**config.mk**
```make
export PLATFORM = sky130hd
export DESIGN_NAME = delta_varint_polygon_decoder_top
export DESIGN_NICKNAME = d
export VERILOG_FILES = /design/src/rtl/dvp_pkg.sv /design/src/rtl/dvp_front.sv /design/src/rtl/dvp_queue.sv /design/src/rtl/dvp_back.sv /design/src/rtl/delta_varint_polygon_decoder_top.sv
export SDC_FILE = /design/constraint.sdc
export NUM_CORES = 1
export LEC_CHECK = 0
export BUFFER_PORTS_ARGS = -buffer_cell sky130_fd_sc_hd__buf_2
export CELL_PAD_IN_SITES_DETAIL_PLACEMENT = 0
export CELL_PAD_IN_SITES_GLOBAL_PLACEMENT = 2
export CORE_MARGIN = 1.5
export CORE_UTILIZATION = 44
export CTS_CLUSTER_DIAMETER = 40
export DETAILED_ROUTE_END_ITERATION = 16
export PLACE_DENSITY_LB_ADDON = 0.3
export SYNTH_ARGS = -nofsm -noshare
export SYNTH_HDL_FRONTEND = slang
export SYNTH_SLANG_ARGS = --single-unit
```
**constraint.sdc**
```tcl
create_clock -name clk -period 11.58 [get_ports clk]
set_input_delay 1.158 -clock clk [delete_from_list [all_inputs] [get_ports clk]]
set_output_delay 1.158 -clock clk [all_outputs]
set_load 0.005 [all_outputs]
```
**src/rtl/dvp_pkg.sv**
```systemverilog
// ----------------------------------------------------------------------------
// dvp_pkg
// Shared types and constants of the delta varint polygon decoder.
// ----------------------------------------------------------------------------
package dvp_pkg;

  localparam int QDEPTH   = 4;
  localparam int QPTR_W   = $clog2(QDEPTH);

  localparam logic [1:0] KIND_POINT    = 2'd0;
  localparam logic [1:0] KIND_POLY_END = 2'd1;
  localparam logic [1:0] KIND_STRM_END = 2'd2;

  localparam logic [1:0] PST_OK        = 2'd0;
  localparam logic [1:0] PST_OVERSIZE  = 2'd1;
  localparam logic [1:0] PST_LONG      = 2'd2;
  localparam logic [1:0] PST_TRUNC     = 2'd3;

  localparam logic [1:0] SST_DONE      = 2'd0;
  localparam logic [1:0] SST_SHORT     = 2'd1;
  localparam logic [1:0] SST_TOO_MANY  = 2'd2;
  localparam logic [1:0] SST_TRUNC     = 2'd3;

  localparam logic CFG_MAX_POLYGONS = 1'b0;
  localparam logic CFG_MAX_POINTS   = 1'b1;

  localparam logic [15:0] MAX_POLYGONS_RST = 16'd10000;
  localparam logic [15:0] MAX_POINTS_RST   = 16'd15000;

  // Results caused by one input byte: optional point, polygon end, stream end.
  typedef struct packed {
    logic        has_pt;
    logic [15:0] pt_lon;
    logic [15:0] pt_lat;
    logic [15:0] pt_idx;
    logic [15:0] pt_poly;
    logic [15:0] pt_vc;
    logic        has_pe;
    logic [15:0] pe_poly;
    logic [1:0]  pe_status;
    logic        has_se;
    logic [15:0] se_poly;
    logic [1:0]  se_status;
    logic [15:0] end_vc;
  } bundle_t;

  function automatic logic [15:0] zigzag16(input logic [16:0] n);
    zigzag16 = n[16:1] ^ {16{n[0]}};
  endfunction

endpackage

```
**src/rtl/dvp_front.sv**
```systemverilog
// ----------------------------------------------------------------------------
// dvp_front
// Byte parser: tracks stream fields, decodes varint deltas and builds the
// bundle of results caused by each accepted byte.
// ----------------------------------------------------------------------------
module dvp_front (
  input  logic              clk,
  input  logic              rst_n,
  input  logic              in_valid,
  output logic              in_ready,
  input  logic [7:0]        in_data_byte,
  input  logic              in_last_byte,
  input  logic              cfg_we,
  input  logic              cfg_index,
  input  logic [15:0]       cfg_wdata,
  input  logic              q_full,
  output logic              q_push,
  output dvp_pkg::bundle_t  q_wdata
);

  typedef enum logic [2:0] {
    PH_HDR, PH_PCOUNT, PH_FIRST, PH_DLON, PH_DLAT, PH_DONE
  } phase_t;

  phase_t       phase_r, phase_nxt;
  logic [1:0]   fbc_r, fbc_nxt;
  logic [31:0]  hdr_r, hdr_nxt;
  logic [15:0]  pseen_r, pseen_nxt;
  logic [15:0]  pinp_r, pinp_nxt;
  logic [15:0]  pcnt_r, pcnt_nxt;
  logic [15:0]  rlon_r, rlon_nxt;
  logic [15:0]  rlat_r, rlat_nxt;
  logic [16:0]  vacc_r, vacc_nxt;
  logic [2:0]   vcnt_r, vcnt_nxt;
  logic [15:0]  hlon_r, hlon_nxt;
  logic [15:0]  good_r, good_nxt;
  logic         skip_r, skip_nxt;
  logic [15:0]  max_polygons_r;
  logic [15:0]  max_points_r;

  dvp_pkg::bundle_t bnd;
  logic         in_fire;
  logic         do_emit;
  logic         do_fin;
  logic [1:0]   fin_status;
  logic         fin_good;
  logic [16:0]  vbits;

  assign in_ready = !q_full;
  assign in_fire  = in_valid && in_ready;
  assign q_push   = in_fire && (bnd.has_pt || bnd.has_pe || bnd.has_se);
  assign q_wdata  = bnd;

  always_comb begin
    unique case (vcnt_r)
      3'd0:    vbits = {10'b0, in_data_byte[6:0]};
      3'd1:    vbits = {3'b0, in_data_byte[6:0], 7'b0};
      3'd2:    vbits = {in_data_byte[2:0], 14'b0};
      default: vbits = '0;
    endcase
  end

  always_comb begin
    phase_nxt  = phase_r;
    fbc_nxt    = fbc_r;
    hdr_nxt    = hdr_r;
    pseen_nxt  = pseen_r;
    pinp_nxt   = pinp_r;
    pcnt_nxt   = pcnt_r;
    rlon_nxt   = rlon_r;
    rlat_nxt   = rlat_r;
    vacc_nxt   = vacc_r;
    vcnt_nxt   = vcnt_r;
    hlon_nxt   = hlon_r;
    good_nxt   = good_r;
    skip_nxt   = skip_r;
    bnd        = '0;
    do_emit    = 1'b0;
    do_fin     = 1'b0;
    fin_status = dvp_pkg::PST_OK;
    fin_good   = 1'b0;

    unique case (phase_r)
      PH_HDR: begin
        hdr_nxt = hdr_r | ({24'b0, in_data_byte} << {fbc_r, 3'b000});
        if (fbc_r != 2'd3) begin
          fbc_nxt = fbc_r + 2'd1;
        end else begin
          fbc_nxt = '0;
          if (hdr_nxt > {16'b0, max_polygons_r}) begin
            bnd.has_se    = 1'b1;
            bnd.se_status = dvp_pkg::SST_TOO_MANY;
            phase_nxt     = PH_DONE;
          end else if (hdr_nxt == '0) begin
            bnd.has_se    = 1'b1;
            bnd.se_status = dvp_pkg::SST_DONE;
            phase_nxt     = PH_DONE;
          end else begin
            phase_nxt = PH_PCOUNT;
          end
        end
      end
      PH_PCOUNT: begin
        if (fbc_r == 2'd0) begin
          pinp_nxt = {8'b0, in_data_byte};
          fbc_nxt  = 2'd1;
        end else begin
          pinp_nxt = {in_data_byte, pinp_r[7:0]};
          fbc_nxt  = '0;
          pcnt_nxt = '0;
          if (pinp_nxt == '0) begin
            do_fin = 1'b1;
          end else begin
            skip_nxt  = pinp_nxt > max_points_r;
            phase_nxt = PH_FIRST;
          end
        end
      end
      PH_FIRST: begin
        unique case (fbc_r)
          2'd0:    rlon_nxt = {8'b0, in_data_byte};
          2'd1:    rlon_nxt = {in_data_byte, rlon_r[7:0]};
          2'd2:    rlat_nxt = {8'b0, in_data_byte};
          default: rlat_nxt = {in_data_byte, rlat_r[7:0]};
        endcase
        if (fbc_r != 2'd3) begin
          fbc_nxt = fbc_r + 2'd1;
        end else begin
          fbc_nxt = '0;
          do_emit = 1'b1;
        end
      end
      PH_DLON, PH_DLAT: begin
        vacc_nxt = vacc_r | vbits;
        if (!in_data_byte[7]) begin
          if (phase_r == PH_DLON) begin
            hlon_nxt  = dvp_pkg::zigzag16(vacc_nxt);
            phase_nxt = PH_DLAT;
          end else begin
            rlon_nxt = rlon_r + hlon_r;
            rlat_nxt = rlat_r + dvp_pkg::zigzag16(vacc_nxt);
            do_emit  = 1'b1;
          end
          vacc_nxt = '0;
          vcnt_nxt = '0;
        end else begin
          vcnt_nxt = vcnt_r + 3'd1;
          if (vcnt_nxt >= 3'd5) begin
            do_fin     = 1'b1;
            fin_status = dvp_pkg::PST_LONG;
          end
        end
      end
      default: begin
      end
    endcase

    if (do_emit) begin
      if (!skip_nxt) begin
        bnd.has_pt  = 1'b1;
        bnd.pt_lon  = rlon_nxt;
        bnd.pt_lat  = rlat_nxt;
        bnd.pt_idx  = pcnt_nxt;
        bnd.pt_poly = pseen_nxt;
        bnd.pt_vc   = good_nxt;
      end
      pcnt_nxt = pcnt_nxt + 16'd1;
      if (pcnt_nxt == pinp_nxt) begin
        do_fin     = 1'b1;
        fin_status = skip_nxt ? dvp_pkg::PST_OVERSIZE : dvp_pkg::PST_OK;
        fin_good   = !skip_nxt;
      end else begin
        phase_nxt = PH_DLON;
      end
    end

    if (do_fin) begin
      if (fin_good) begin
        good_nxt = good_nxt + 16'd1;
      end
      bnd.has_pe    = 1'b1;
      bnd.pe_poly   = pseen_nxt;
      bnd.pe_status = fin_status;
      pseen_nxt     = pseen_nxt + 16'd1;
      skip_nxt      = 1'b0;
      vacc_nxt      = '0;
      vcnt_nxt      = '0;
      fbc_nxt       = '0;
      pinp_nxt      = '0;
      if ({16'b0, pseen_nxt} >= hdr_nxt) begin
        bnd.has_se    = 1'b1;
        bnd.se_poly   = pseen_nxt;
        bnd.se_status = dvp_pkg::SST_DONE;
        phase_nxt     = PH_DONE;
      end else begin
        phase_nxt = PH_PCOUNT;
      end
    end

    bnd.end_vc = good_nxt;

    if (in_last_byte) begin
      if (phase_nxt == PH_FIRST || phase_nxt == PH_DLON || phase_nxt == PH_DLAT) begin
        bnd.has_pe    = 1'b1;
        bnd.pe_poly   = pseen_nxt;
        bnd.pe_status = dvp_pkg::PST_TRUNC;
        pseen_nxt     = pseen_nxt + 16'd1;
      end
      if (phase_nxt != PH_DONE) begin
        bnd.has_se    = 1'b1;
        bnd.se_poly   = pseen_nxt;
        bnd.se_status = (phase_nxt == PH_HDR) ? dvp_pkg::SST_SHORT : dvp_pkg::SST_TRUNC;
      end
      phase_nxt = PH_HDR;
      fbc_nxt   = '0;
      hdr_nxt   = '0;
      pseen_nxt = '0;
      pinp_nxt  = '0;
      pcnt_nxt  = '0;
      rlon_nxt  = '0;
      rlat_nxt  = '0;
      vacc_nxt  = '0;
      vcnt_nxt  = '0;
      hlon_nxt  = '0;
      good_nxt  = '0;
      skip_nxt  = 1'b0;
    end
  end

  always_ff @(posedge clk) begin
    if (!rst_n) begin
      max_polygons_r <= dvp_pkg::MAX_POLYGONS_RST;
      max_points_r   <= dvp_pkg::MAX_POINTS_RST;
    end else if (cfg_we) begin
      unique case (cfg_index)
        dvp_pkg::CFG_MAX_POLYGONS: max_polygons_r <= cfg_wdata;
        dvp_pkg::CFG_MAX_POINTS:   max_points_r   <= cfg_wdata;
        default: begin
        end
      endcase
    end
  end

  always_ff @(posedge clk) begin
    if (!rst_n) begin
      phase_r <= PH_HDR;
      fbc_r   <= '0;
      hdr_r   <= '0;
      pseen_r <= '0;
      pinp_r  <= '0;
      pcnt_r  <= '0;
      rlon_r  <= '0;
      rlat_r  <= '0;
      vacc_r  <= '0;
      vcnt_r  <= '0;
      hlon_r  <= '0;
      good_r  <= '0;
      skip_r  <= 1'b0;
    end else if (in_fire) begin
      phase_r <= phase_nxt;
      fbc_r   <= fbc_nxt;
      hdr_r   <= hdr_nxt;
      pseen_r <= pseen_nxt;
      pinp_r  <= pinp_nxt;
      pcnt_r  <= pcnt_nxt;
      rlon_r  <= rlon_nxt;
      rlat_r  <= rlat_nxt;
      vacc_r  <= vacc_nxt;
      vcnt_r  <= vcnt_nxt;
      hlon_r  <= hlon_nxt;
      good_r  <= good_nxt;
      skip_r  <= skip_nxt;
    end
  end

endmodule

```
**src/rtl/dvp_queue.sv**
```systemverilog
// ----------------------------------------------------------------------------
// dvp_queue
// Short queue of result bundles between the parser and the emitter.
// ----------------------------------------------------------------------------
module dvp_queue (
  input  logic              clk,
  input  logic              rst_n,
  input  logic              push,
  input  dvp_pkg::bundle_t  wdata,
  input  logic              pop,
  output dvp_pkg::bundle_t  rdata,
  output logic              full,
  output logic              empty
);

  dvp_pkg::bundle_t                 mem_r [dvp_pkg::QDEPTH];
  logic [dvp_pkg::QPTR_W-1:0]       wptr_r;
  logic [dvp_pkg::QPTR_W-1:0]       rptr_r;
  logic [dvp_pkg::QPTR_W:0]         cnt_r;
  logic [dvp_pkg::QPTR_W:0]         cnt_nxt;

  assign full  = (cnt_r == (dvp_pkg::QPTR_W+1)'(dvp_pkg::QDEPTH));
  assign empty = (cnt_r == '0);
  assign rdata = mem_r[rptr_r];

  always_comb begin
    cnt_nxt = cnt_r;
    if (push && !pop) begin
      cnt_nxt = cnt_r + 1'b1;
    end else if (pop && !push) begin
      cnt_nxt = cnt_r - 1'b1;
    end
  end

  always_ff @(posedge clk) begin
    if (push) begin
      mem_r[wptr_r] <= wdata;
    end
  end

  always_ff @(posedge clk) begin
    if (!rst_n) begin
      wptr_r <= '0;
      rptr_r <= '0;
      cnt_r  <= '0;
    end else begin
      if (push) begin
        wptr_r <= wptr_r + 1'b1;
      end
      if (pop) begin
        rptr_r <= rptr_r + 1'b1;
      end
      cnt_r <= cnt_nxt;
    end
  end

endmodule

```
**src/rtl/dvp_back.sv**
```systemverilog
// ----------------------------------------------------------------------------
// dvp_back
// Result emitter: unpacks each bundle into result items, one per cycle while
// the receiver does not stall, into the output register.
// ----------------------------------------------------------------------------
module dvp_back (
  input  logic              clk,
  input  logic              rst_n,
  input  dvp_pkg::bundle_t  q_rdata,
  input  logic              q_empty,
  output logic              q_pop,
  output logic              out_valid,
  input  logic              out_ready,
  output logic [1:0]        out_kind,
  output logic [15:0]       out_lon_q,
  output logic [15:0]       out_lat_q,
  output logic [15:0]       out_point_index,
  output logic [15:0]       out_polygon_index,
  output logic [1:0]        out_status,
  output logic [15:0]       out_valid_count,
  output logic              out_last
);

  logic [2:0]  done_r;
  logic [2:0]  rem;
  logic [2:0]  sel;
  logic [2:0]  rem_after;
  logic        load;
  logic        is_last;
  logic        out_valid_r;
  logic [1:0]  kind_r;
  logic [15:0] lon_r;
  logic [15:0] lat_r;
  logic [15:0] pidx_r;
  logic [15:0] poly_r;
  logic [1:0]  status_r;
  logic [15:0] vc_r;
  logic        last_r;

  assign rem       = {q_rdata.has_se, q_rdata.has_pe, q_rdata.has_pt} & ~done_r;
  assign load      = !q_empty && (!out_valid_r || out_ready);
  assign rem_after = rem & ~sel;
  assign is_last   = (rem_after == '0);
  assign q_pop     = load && is_last;

  always_comb begin
    priority if (rem[0]) begin
      sel = 3'b001;
    end else if (rem[1]) begin
      sel = 3'b010;
    end else begin
      sel = 3'b100;
    end
  end

  always_ff @(posedge clk) begin
    if (!rst_n) begin
      out_valid_r <= 1'b0;
      done_r      <= '0;
    end else if (load) begin
      out_valid_r <= 1'b1;
      done_r      <= is_last ? 3'b000 : (done_r | sel);
    end else if (out_ready) begin
      out_valid_r <= 1'b0;
    end
  end

  always_ff @(posedge clk) begin
    if (load) begin
      last_r <= is_last;
      unique case (sel)
        3'b001: begin
          kind_r   <= dvp_pkg::KIND_POINT;
          lon_r    <= q_rdata.pt_lon;
          lat_r    <= q_rdata.pt_lat;
          pidx_r   <= q_rdata.pt_idx;
          poly_r   <= q_rdata.pt_poly;
          status_r <= dvp_pkg::PST_OK;
          vc_r     <= q_rdata.pt_vc;
        end
        3'b010: begin
          kind_r   <= dvp_pkg::KIND_POLY_END;
          lon_r    <= '0;
          lat_r    <= '0;
          pidx_r   <= '0;
          poly_r   <= q_rdata.pe_poly;
          status_r <= q_rdata.pe_status;
          vc_r     <= q_rdata.end_vc;
        end
        default: begin
          kind_r   <= dvp_pkg::KIND_STRM_END;
          lon_r    <= '0;
          lat_r    <= '0;
          pidx_r   <= '0;
          poly_r   <= q_rdata.se_poly;
          status_r <= q_rdata.se_status;
          vc_r     <= q_rdata.end_vc;
        end
      endcase
    end
  end

  assign out_valid         = out_valid_r;
  assign out_kind          = kind_r;
  assign out_lon_q         = lon_r;
  assign out_lat_q         = lat_r;
  assign out_point_index   = pidx_r;
  assign out_polygon_index = poly_r;
  assign out_status        = status_r;
  assign out_valid_count   = vc_r;
  assign out_last          = last_r;

endmodule

```
**src/rtl/delta_varint_polygon_decoder_top.sv**
```systemverilog
// ----------------------------------------------------------------------------
// delta_varint_polygon_decoder_top
// Byte-serial decoder of a delta-coded ZigZag LEB128 polygon stream.
//
// Input channel: one stream byte per item (in_data_byte), in_last_byte on
// the final byte of a stream. Output channel: one result item per transfer,
// a point, a polygon end or a stream end; out_last marks the final result
// caused by one input byte. Points of a polygon whose end status is not ok
// are to be dropped by the receiver.
// Throughput: one byte per cycle while each byte yields at most one result
// and the receiver does not stall; a byte that yields two or three results
// sends them one after another, and the four-entry bundle queue absorbs the
// burst. The first result of an accepted byte passes the bundle queue and
// then the output register before it appears on the output.
// Reset: parser returns to the header, limits take 10000 polygons and
// 15000 points. When the receiver stalls, the output register holds, the
// queue fills and in_ready drops once it is full.
// cfg writes take effect at once; the user must issue them only while the block idles, the block does not enforce it.
// ----------------------------------------------------------------------------
module delta_varint_polygon_decoder_top (
  input  logic               clk,
  input  logic               rst_n,
  input  logic               in_valid,
  output logic               in_ready,
  input  logic [7:0]         in_data_byte,
  input  logic               in_last_byte,
  output logic               out_valid,
  input  logic               out_ready,
  output logic [1:0]         out_kind,
  output logic signed [15:0] out_lon_q,
  output logic signed [15:0] out_lat_q,
  output logic [15:0]        out_point_index,
  output logic [15:0]        out_polygon_index,
  output logic [1:0]         out_status,
  output logic [15:0]        out_valid_count,
  output logic               out_last,
  input  logic               cfg_we,
  input  logic               cfg_index,
  input  logic [15:0]        cfg_wdata
);

  dvp_pkg::bundle_t q_wdata;
  dvp_pkg::bundle_t q_rdata;
  logic             q_push;
  logic             q_pop;
  logic             q_full;
  logic             q_empty;
  logic [15:0]      lon_u;
  logic [15:0]      lat_u;

  dvp_front u_front (
    .clk          (clk),
    .rst_n        (rst_n),
    .in_valid     (in_valid),
    .in_ready     (in_ready),
    .in_data_byte (in_data_byte),
    .in_last_byte (in_last_byte),
    .cfg_we       (cfg_we),
    .cfg_index    (cfg_index),
    .cfg_wdata    (cfg_wdata),
    .q_full       (q_full),
    .q_push       (q_push),
    .q_wdata      (q_wdata)
  );

  dvp_queue u_queue (
    .clk   (clk),
    .rst_n (rst_n),
    .push  (q_push),
    .wdata (q_wdata),
    .pop   (q_pop),
    .rdata (q_rdata),
    .full  (q_full),
    .empty (q_empty)
  );

  dvp_back u_back (
    .clk               (clk),
    .rst_n             (rst_n),
    .q_rdata           (q_rdata),
    .q_empty           (q_empty),
    .q_pop             (q_pop),
    .out_valid         (out_valid),
    .out_ready         (out_ready),
    .out_kind          (out_kind),
    .out_lon_q         (lon_u),
    .out_lat_q         (lat_u),
    .out_point_index   (out_point_index),
    .out_polygon_index (out_polygon_index),
    .out_status        (out_status),
    .out_valid_count   (out_valid_count),
    .out_last          (out_last)
  );

  assign out_lon_q = $signed(lon_u);
  assign out_lat_q = $signed(lat_u);

endmodule
```
==> PnR_summary.wiki, run 1 <==
{| class="wikitable"
! Metric !! Value
|-
| Result of the run || finished, final reports clean
|-
| Final #Nets || 3202
|-
| Largest net degree at the start of global routing || 83
|-
| Worst endpoint data arrival time || 8.25 ns
|-
| Max-cap violation count || 0
|-
| H-Tree Level Count || 3
|-
| Area added between synthesis and finish || 15.27%
|-
| Final count of hold timing violations || 0
|-
| Mapped Nets || 3123
|-
| Unrepaired setup endpoints after global routing || no
|-
| Largest register FFs || 540
|-
| Crit path cell chain || inv_1, ha_1, or4b_1, and2_1, ha_1, nand4_1, nor4b_2, and4_1, xnor2_1, or4_4, or4b_1, o2111ai_1, o211ai_2, and3_4, a41oi_4, and2_4, buf_4
|-
| Pwr dens || 196.5 nW/um^2
|-
| Critical register-to-register path startpoint || u_front.fbc_r[0]
|-
| Setup fix buffers added after clock tree synthesis || 0
|-
| Post-Syn Area per Cell || 12.81 um^2
|-
| Core region area || 86620 um^2
|-
| CTS Root Buffer Type || sky130_fd_sc_hd__clkbuf_16
|-
| Maximum fanout along the worst path || 51
|-
| Share of synthesized registers carrying an async set or reset || 0%
|-
| Iteration count of the initial detailed-routing pass || 5
|-
| Launching element type of the critical path || register
|-
| Worst skew pair latency || 0.72 ns
|-
| Clock slew at reported path FFs || 0.05 ns
|-
| CTS hold repair buffers || 0
|-
| Total Die Area || 88940 um^2
|-
| Combined global-route utilization of all metal layers || 22.19%
|-
| Leading cell types by count after synthesis || 625 x sky130_fd_sc_hd__edfxtp_1, 223 x sky130_fd_sc_hd__nand2_1, 215 x sky130_fd_sc_hd__dfxtp_1, 188 x sky130_fd_sc_hd__nor2_1, 156 x sky130_fd_sc_hd__clkbuf_1
|-
| Half-perimeter wire length of the detailed placement result || 63680 um
|-
| Worst setup skew after layout || 0.05847 ns
|-
| Critical Path Slowest Stage Cell || sky130_fd_sc_hd__and2_4
|-
| Share of cells above drive strength 1 || 17.94%
|-
| Portion of the post-synthesis area used by sequential elements || 60.16%
|-
| Floorplan row count || 108
|-
| CTS tree || yes
|-
| Fill count || 7356
|-
| Largest buffer count on any clock path || 3
|-
| Post-CTS resize count || 0
|-
| Top Ports || 118
|-
| Top-area cell type share of the netlist area || 48.94%
|-
| Most used DFF post-synth || sky130_fd_sc_hd__edfxtp_1
|-
| Number of violations reported at the end of detailed-routing iteration 0 || 1853
|-
| Area taken by multi-input logic gates || 14300 um^2
|-
| Total power of the final layout || 8688 uW
|-
| Initial standard-cell utilization of the core || 44.28%
|-
| Largest cells by area after synthesis || sky130_fd_sc_hd__edfxtp_1 49%, sky130_fd_sc_hd__dfxtp_1 11%, sky130_fd_sc_hd__mux4_2 7.9%
|-
| Number of flops mapped to enable cells by yosys || 625
|-
| Post-DRT Antenna Nets || 0
|-
| Registers with the highest flip-flop counts || u_queue.mem_r (540), u_front.hdr_r (32), u_front.vacc_r (17)
|-
| Leakage component of the power || 0.01561 uW
|-
| Total routed wirelength || 99050 um
|-
| Sequential cell area || 23080 um^2
|-
| Delay of the slowest cell on the worst path || 0.73 ns
|-
| Antenna violations before repair || 5
|-
| Max VDD drop || 0.0002615 V
|-
| Count leader, synth || sky130_fd_sc_hd__edfxtp_1
|-
| Hold Worst Slack || 0.4684 ns
|-
| Number of buffers created by CTS || 114
|-
| Total negative slack for setup checks || 0 ns
|-
| Upper clock frequency limit || 0.1257 GHz
|-
| Time the worst path needs with I/O delays and setup || 7.957 ns
|-
| Min-Delay Path Class || reg2reg
|-
| Global-route wire length before repair || 152000 um
|-
| Final weighted congestion in routability-driven placement || 0.8516
|-
| Port bufs || 117
|-
| Synth area leader || sky130_fd_sc_hd__edfxtp_1
|-
| Number of global-route vias before repair || 24.94k
|-
| Worst setup startpoint || u_front.fbc_r[0]
|-
| Yosys warning total || 0
|-
| Sinks on the clock net || 840
|-
| Number of slew-limit violations in the final report || 0
|-
| Routed length per instance || 22.88 um
|-
| Final period utilization || 68.71%
|-
| Path type of the worst setup path || reg2reg
|-
| Nature of the critical path endpoint || register
|-
| Horiz. Die Dim || 298.2 um
|-
| Mapped Area || 38350 um^2
|-
| Launch instance of the worst min-delay path || u_front.hdr_r[23]
|-
| DRC viols || 0
|-
| Data required time at the worst endpoint || 11.87 ns
|-
| Count of distinct cell types in the synthesized netlist || 90
|-
| Slew at the pin closest to its max-slew limit || 1.305 ns
|-
| Remaining global-route overflow || 0
|-
| Most flops, register || u_queue.mem_r
|-
| Number of setup violations in the final report || 0
|-
| Via density per instance || 5.740
|-
| Die Y || 298.2 um
|-
| Flops & latches, synth || 840
|-
| Relative slew margins || 12.39%
|-
| Via count || 24.84k
|-
| Post-synthesis cell count || 2993
|}
-- worst max-delay path: cells and delay by family (launching register included) --
family | cells | cell delay [ns]
and+or+nand+nor | 9 | 4.12
adders and majority gates | 2 | 1.03
AOI/OAI and AO/OA | 3 | 0.97
buffers and inverters | 2 | 0.87
DFF | 1 | 0.38
xor gates and xnor gates | 1 | 0.08
-- layout make-up --
cell class	instances	area share, %
clock inverters	88	2.663
well taps	1155	3.269
repair buffers	161	2.077
flip-flops and latches	840	52.21
clock buffers	127	6.818
multi-input cells	1884	32.35
diodes	2	0.01132
inverters	71	0.6029
-- per-layer routing --
layer | up-vias | part of all wire [%] | track usage, % | wire [um]
met4 | 2 | 2.2 | 6.128 | 2139
met3 | 167 | 6.1 | 3.938 | 6038
met2 | 722 | 45 | 34.21 | 44950
li1 | 11500 | - | - | -
met5 | - | 0.013 | 0 | 13
met1 | 12450 | 46 | 32.28 | 45900
-- final timing paths --
check                          end  slack, ns  depth (start not counted)
max          u_queue.mem_r[2][120]       3.62                         17
min              u_front.hdr_r[23]       0.47                          2
max reg2reg  u_queue.mem_r[2][120]       3.62                         17
min reg2reg      u_front.hdr_r[23]       0.47                          2
-- report_power, final --
group | switching (uW) | internal (uW) | total [uW] | leakage (uW)
Clock | 1420 | 2320 | 3740 | 0.00202
Sequential | 105 | 3550 | 3660 | 0.00762
Combinational | 740 | 555 | 1290 | 0.00597
-- kinds of logic (layout without fill, tap and decap cells) --
kind of cell,after synthesis,in the layout,share of synthesized area [%]
AND/OR/NAND/NOR,918,918,12.25
AO/OA/AOI/OAI,572,572,9.791
XOR/XNOR,112,112,2.558
other,0,2,0
adder cells (fa/ha/maj),100,100,3.315
buffers and inverters,269,447,2.708
flip-flops,840,840,60.16
multiplexers,182,182,9.217
-- layout by cell type (no fill, tap or decap), types with 28 or more instances in the layout --
cell type / instances
sky130_fd_sc_hd__a21boi_0: 48
sky130_fd_sc_hd__a21o_1: 30
sky130_fd_sc_hd__a21oi_1: 130
sky130_fd_sc_hd__a22oi_1: 39
sky130_fd_sc_hd__and2_1: 116
sky130_fd_sc_hd__and3_1: 65
sky130_fd_sc_hd__buf_2: 116
sky130_fd_sc_hd__buf_4: 45
sky130_fd_sc_hd__clkbuf_16: 116
sky130_fd_sc_hd__dfxtp_1: 213
sky130_fd_sc_hd__edfxtp_1: 625
sky130_fd_sc_hd__ha_1: 96
sky130_fd_sc_hd__inv_1: 70
sky130_fd_sc_hd__mux2i_1: 28
sky130_fd_sc_hd__mux4_2: 135
sky130_fd_sc_hd__nand2_1: 221
sky130_fd_sc_hd__nand3_1: 55
sky130_fd_sc_hd__nand4_1: 34
sky130_fd_sc_hd__nor2_1: 186
sky130_fd_sc_hd__nor2b_1: 72
sky130_fd_sc_hd__nor3_1: 59
sky130_fd_sc_hd__o21ai_0: 135
sky130_fd_sc_hd__xnor2_1: 54
sky130_fd_sc_hd__xor2_1: 58
-- through the flow --
step / std cells / util, % / instance area [um^2] / worst slack [ns]
3_5_place_dp: 4111 / 46.19 / 40010 / 3.704
3_3_place_gp: 4111 / 46.19 / 40010 / 4.017
5_1_grt: 4326 / 51.03 / 44200 / 3.293
6_report: 4328 / 51.04 / 44210 / 3.623
2_1_floorplan: 2993 / - / 38350 / 3.326
4_1_cts: 4326 / 51.03 / 44200 / 3.653
(Power assumes the default switching activity.)
==> run 2, diff against run 1 <==
--- a/config.mk
+++ b/config.mk
@@ -5,11 +5,12 @@
 export SDC_FILE = /design/constraint.sdc
 export NUM_CORES = 1
 export LEC_CHECK = 0
+export ABC_AREA = 1
 export BUFFER_PORTS_ARGS = -buffer_cell sky130_fd_sc_hd__buf_2
 export CELL_PAD_IN_SITES_DETAIL_PLACEMENT = 0
 export CELL_PAD_IN_SITES_GLOBAL_PLACEMENT = 2
 export CORE_MARGIN = 1.5
-export CORE_UTILIZATION = 44
+export CORE_UTILIZATION = 36
 export CTS_CLUSTER_DIAMETER = 40
 export DETAILED_ROUTE_END_ITERATION = 16
 export PLACE_DENSITY_LB_ADDON = 0.3
==> constraint.sdc (replaced) <==
create_clock -name clk -period 7.1 [get_ports clk]
set_input_delay 0.71 -clock clk [delete_from_list [all_inputs] [get_ports clk]]
set_output_delay 0.71 -clock clk [all_outputs]
set_load 0.005 [all_outputs]
==> PnR_summary.wiki, run 2 <==
{| class="wikitable"
! Metric !! Value
|-
| Area added between synthesis and finish || 16.97%
|-
| Share of cells above drive strength 1 || 11.37%
|-
| Number of slew-limit violations in the final report || 0
|-
| Sinks on the clock net || 840
|-
| Number of violations reported at the end of detailed-routing iteration 0 || 2210
|-
| Multiplexer share of the synthesized area || 0.02573%
|-
| Fill count || 10.39k
|-
| Basic-gate share of the synthesized area counting and, or, nand and nor cells || 17.02%
|-
| Max-cap violation count || 0
|-
| Most flops, register || u_queue.mem_r
|-
| Total routed wirelength || 116400 um
|-
| Via density per instance || 5.192
|-
| Leading cell types by count after synthesis || 670 x sky130_fd_sc_hd__nor2_1, 625 x sky130_fd_sc_hd__edfxtp_1, 611 x sky130_fd_sc_hd__nand2_1, 423 x sky130_fd_sc_hd__o21ai_0, 314 x sky130_fd_sc_hd__inv_1
|-
| CTS Root Buffer Type || sky130_fd_sc_hd__clkbuf_16
|-
| Post-DRT Antenna Nets || 0
|-
| Worst skew pair latency || 0.73 ns
|-
| Yosys warning total || 0
|-
| Largest buffer count on any clock path || 3
|-
| Via count || 29.63k
|-
| Flops & latches, synth || 840
|-
| Maximum fanout along the worst path || 66
|-
| Final count of hold timing violations || 0
|-
| H-Tree Level Count || 4
|-
| Launching element type of the critical path || register
|-
| Total Die Area || 110000 um^2
|-
| Combined global-route utilization of all metal layers || 20.97%
|-
| Finished Layout Cells || 5706
|-
| Mapped Area || 38900 um^2
|-
| Port bufs || 117
|-
| Post-CTS resize count || 0
|-
| Largest cells by area after synthesis || sky130_fd_sc_hd__edfxtp_1 48%, sky130_fd_sc_hd__dfxtp_1 11%, sky130_fd_sc_hd__nor2_1 6.5%
|-
| Slew at the pin closest to its max-slew limit || 1.093 ns
|-
| Worst endpoint data arrival time || 6.38 ns
|-
| Final #Nets || 4323
|-
| Clock slew at reported path FFs || 0.05 ns
|-
| Horiz. Die Dim || 331.7 um
|-
| Core region area || 107100 um^2
|-
| Post-Syn Area per Cell || 9.485 um^2
|-
| Number of setup violations in the final report || 0
|-
| Final period utilization || 84.73%
|-
| Synth Area in Adders || 3.243%
|-
| Largest register FFs || 540
|-
| Setup fix buffers added after clock tree synthesis || 0
|-
| Remaining global-route overflow || 0
|-
| Area of all placed cells without fillers || 45490 um^2
|-
| CTS tree || yes
|-
| Result of the run || finished, final reports clean
|-
| Number of buffers created by CTS || 133
|-
| Data required time at the worst endpoint || 7.46 ns
|-
| Number of cells after detailed placement || 5461
|-
| CTS hold repair buffers || 0
|-
| Die Y || 331.7 um
|-
| Global-route wire length before repair || 177200 um
|-
| Iteration count of the initial detailed-routing pass || 5
|-
| Most common cell after layout, fill and taps aside || sky130_fd_sc_hd__nor2_1
|-
| Top Ports || 118
|-
| Unrepaired setup endpoints after global routing || no
|-
| Leakage component of the power || 0.01707 uW
|-
| DRC viols || 0
|-
| Nature of the critical path endpoint || register
|-
| Mapped Nets || 4231
|-
| Post-synthesis cell count || 4101
|-
| Number of global-route vias before repair || 28.29k
|-
| Worst setup skew after layout || 0.02833 ns
|-
| Floorplan row count || 120
|-
| Pwr dens || 353.7 nW/um^2
|-
| Most used DFF post-synth || sky130_fd_sc_hd__edfxtp_1
|-
| Count of distinct cell types in the synthesized netlist || 59
|-
| Routed length per instance || 20.40 um
|-
| Share of synthesized registers carrying an async set or reset || 0%
|-
| Time the worst path needs with I/O delays and setup || 6.016 ns
|-
| Commonest non-fill, non-tap cells in the layout || 664 x sky130_fd_sc_hd__nor2_1, 625 x sky130_fd_sc_hd__edfxtp_1, 609 x sky130_fd_sc_hd__nand2_1
|-
| Top-area cell type share of the netlist area || 48.25%
|-
| Registers with the highest flip-flop counts || u_queue.mem_r (540), u_front.hdr_r (32), u_front.vacc_r (17)
|-
| Synth area leader || sky130_fd_sc_hd__edfxtp_1
|-
| Post-placement cell area || 40930 um^2
|-
| Max VDD drop || 0.0002211 V
|-
| Half-perimeter wire length of the detailed placement result || 74390 um
|-
| Antenna violations before repair || 4
|-
| Relative slew margins || 27.11%
|-
| Min-Delay Path Class || in2reg
|-
| Final weighted congestion in routability-driven placement || 0.8379
|-
| Xor/xnor cell area share of the yosys netlist || 0.9457%
|-
| Upper clock frequency limit || 0.1662 GHz
|-
| Path type of the worst setup path || reg2reg
|-
| Initial standard-cell utilization of the core || 36.33%
|-
| Largest net degree at the start of global routing || 87
|-
| Largest family of logic cells by synthesized area || simple AND/OR/NAND/NOR gates
|-
| Number of flops mapped to enable cells by yosys || 625
|-
| Synth Area in Compound Gates || 14.05%
|-
| Portion of the post-synthesis area used by sequential elements || 59.32%
|-
| Count leader, synth || sky130_fd_sc_hd__nor2_1
|}
## run 2: cell families after synthesis
kind of cell,count (synthesis)
and+or+nand+nor,1597
AOI/OAI and AO/OA,975
DFF,840
buffers and inverters,547
adders and majority gates,99
xor gates and xnor gates,42
muxes,1
## run 2: per-layer routing
layer	wire length, um	vias to the layer above	GRT usage (%)
met4	2342	2	5.873
li1	-	14450	-
met3	6092	164	3.398
met1	55890	14240	30.68
met2	52040	764	32.00
met5	12	-	0
## run 2: path summary, 6_finish.rpt
check | from | endpoint | slack [ns] | cells after the start
worst max-delay path | u_front.pseen_r[0] | u_queue.mem_r[1][67] | 1.08 | 24
worst min register to register | u_back.done_r[2] | u_back.done_r[2] | 0.45 | 2
worst max register to register | u_front.pseen_r[0] | u_queue.mem_r[1][67] | 1.08 | 24
worst min-delay path | cfg_wdata[9] | u_front.max_points_r[9] | 0.25 | 3
## run 2: critical path, stage by stage, from the launching register on
cell	delay [ns]
sky130_fd_sc_hd__dfxtp_1	0.46
sky130_fd_sc_hd__inv_1	0.10
sky130_fd_sc_hd__nor3_1	0.38
sky130_fd_sc_hd__nand4_1	0.20
sky130_fd_sc_hd__nor2_1	0.15
sky130_fd_sc_hd__inv_1	0.07
sky130_fd_sc_hd__nor2_1	0.12
sky130_fd_sc_hd__nand3_1	0.13
sky130_fd_sc_hd__nor3_1	0.25
sky130_fd_sc_hd__nand4_1	0.15
sky130_fd_sc_hd__xor2_1	0.19
sky130_fd_sc_hd__inv_1	0.09
sky130_fd_sc_hd__ha_1	0.32
sky130_fd_sc_hd__nand4_1	0.16
sky130_fd_sc_hd__o21bai_1	0.19
sky130_fd_sc_hd__nand2_1	0.08
sky130_fd_sc_hd__nor4b_1	0.41
sky130_fd_sc_hd__nand2_2	0.19
sky130_fd_sc_hd__nand3_1	0.23
sky130_fd_sc_hd__nand3_2	0.10
sky130_fd_sc_hd__buf_4	0.18
sky130_fd_sc_hd__nand4_2	0.13
sky130_fd_sc_hd__nand2_1	0.26
sky130_fd_sc_hd__nor2_4	0.61
sky130_fd_sc_hd__buf_12	0.46
## run 2: through the flow
step,utilization (%),total power (uW),hold slack (ns),worst slack (ns),setup TNS [ns]
floorplan,-,8293,0.4112,-0.8497,-458.85
global placement,38.23,9681,0.4295,1.302,0
detailed placement,38.23,9682,0.4342,1.067,0
CTS,42.49,16300,0.2027,1.062,0
global route,42.49,16900,0.2415,0.4968,0
finish,42.50,16090,0.2456,1.084,0
## run 2: area by class of cell
class	instances	area, um^2	area share, %
inverter	338	1279	2.811
multi-input combinational	2714	13800	30.33
sequential	840	23080	50.73
tap	1403	1755	3.859
clock buffer	155	3503	7.701
timing repair buffer	166	1016	2.233
antenna	3	7.507	0.01650
clock inverter	87	1057	2.324
## run 2: where the power goes
part           internal, uW  switching, uW
Combinational           957           2440
Sequential             5910            198
Clock                  4150           2430
Total                 11000           5070
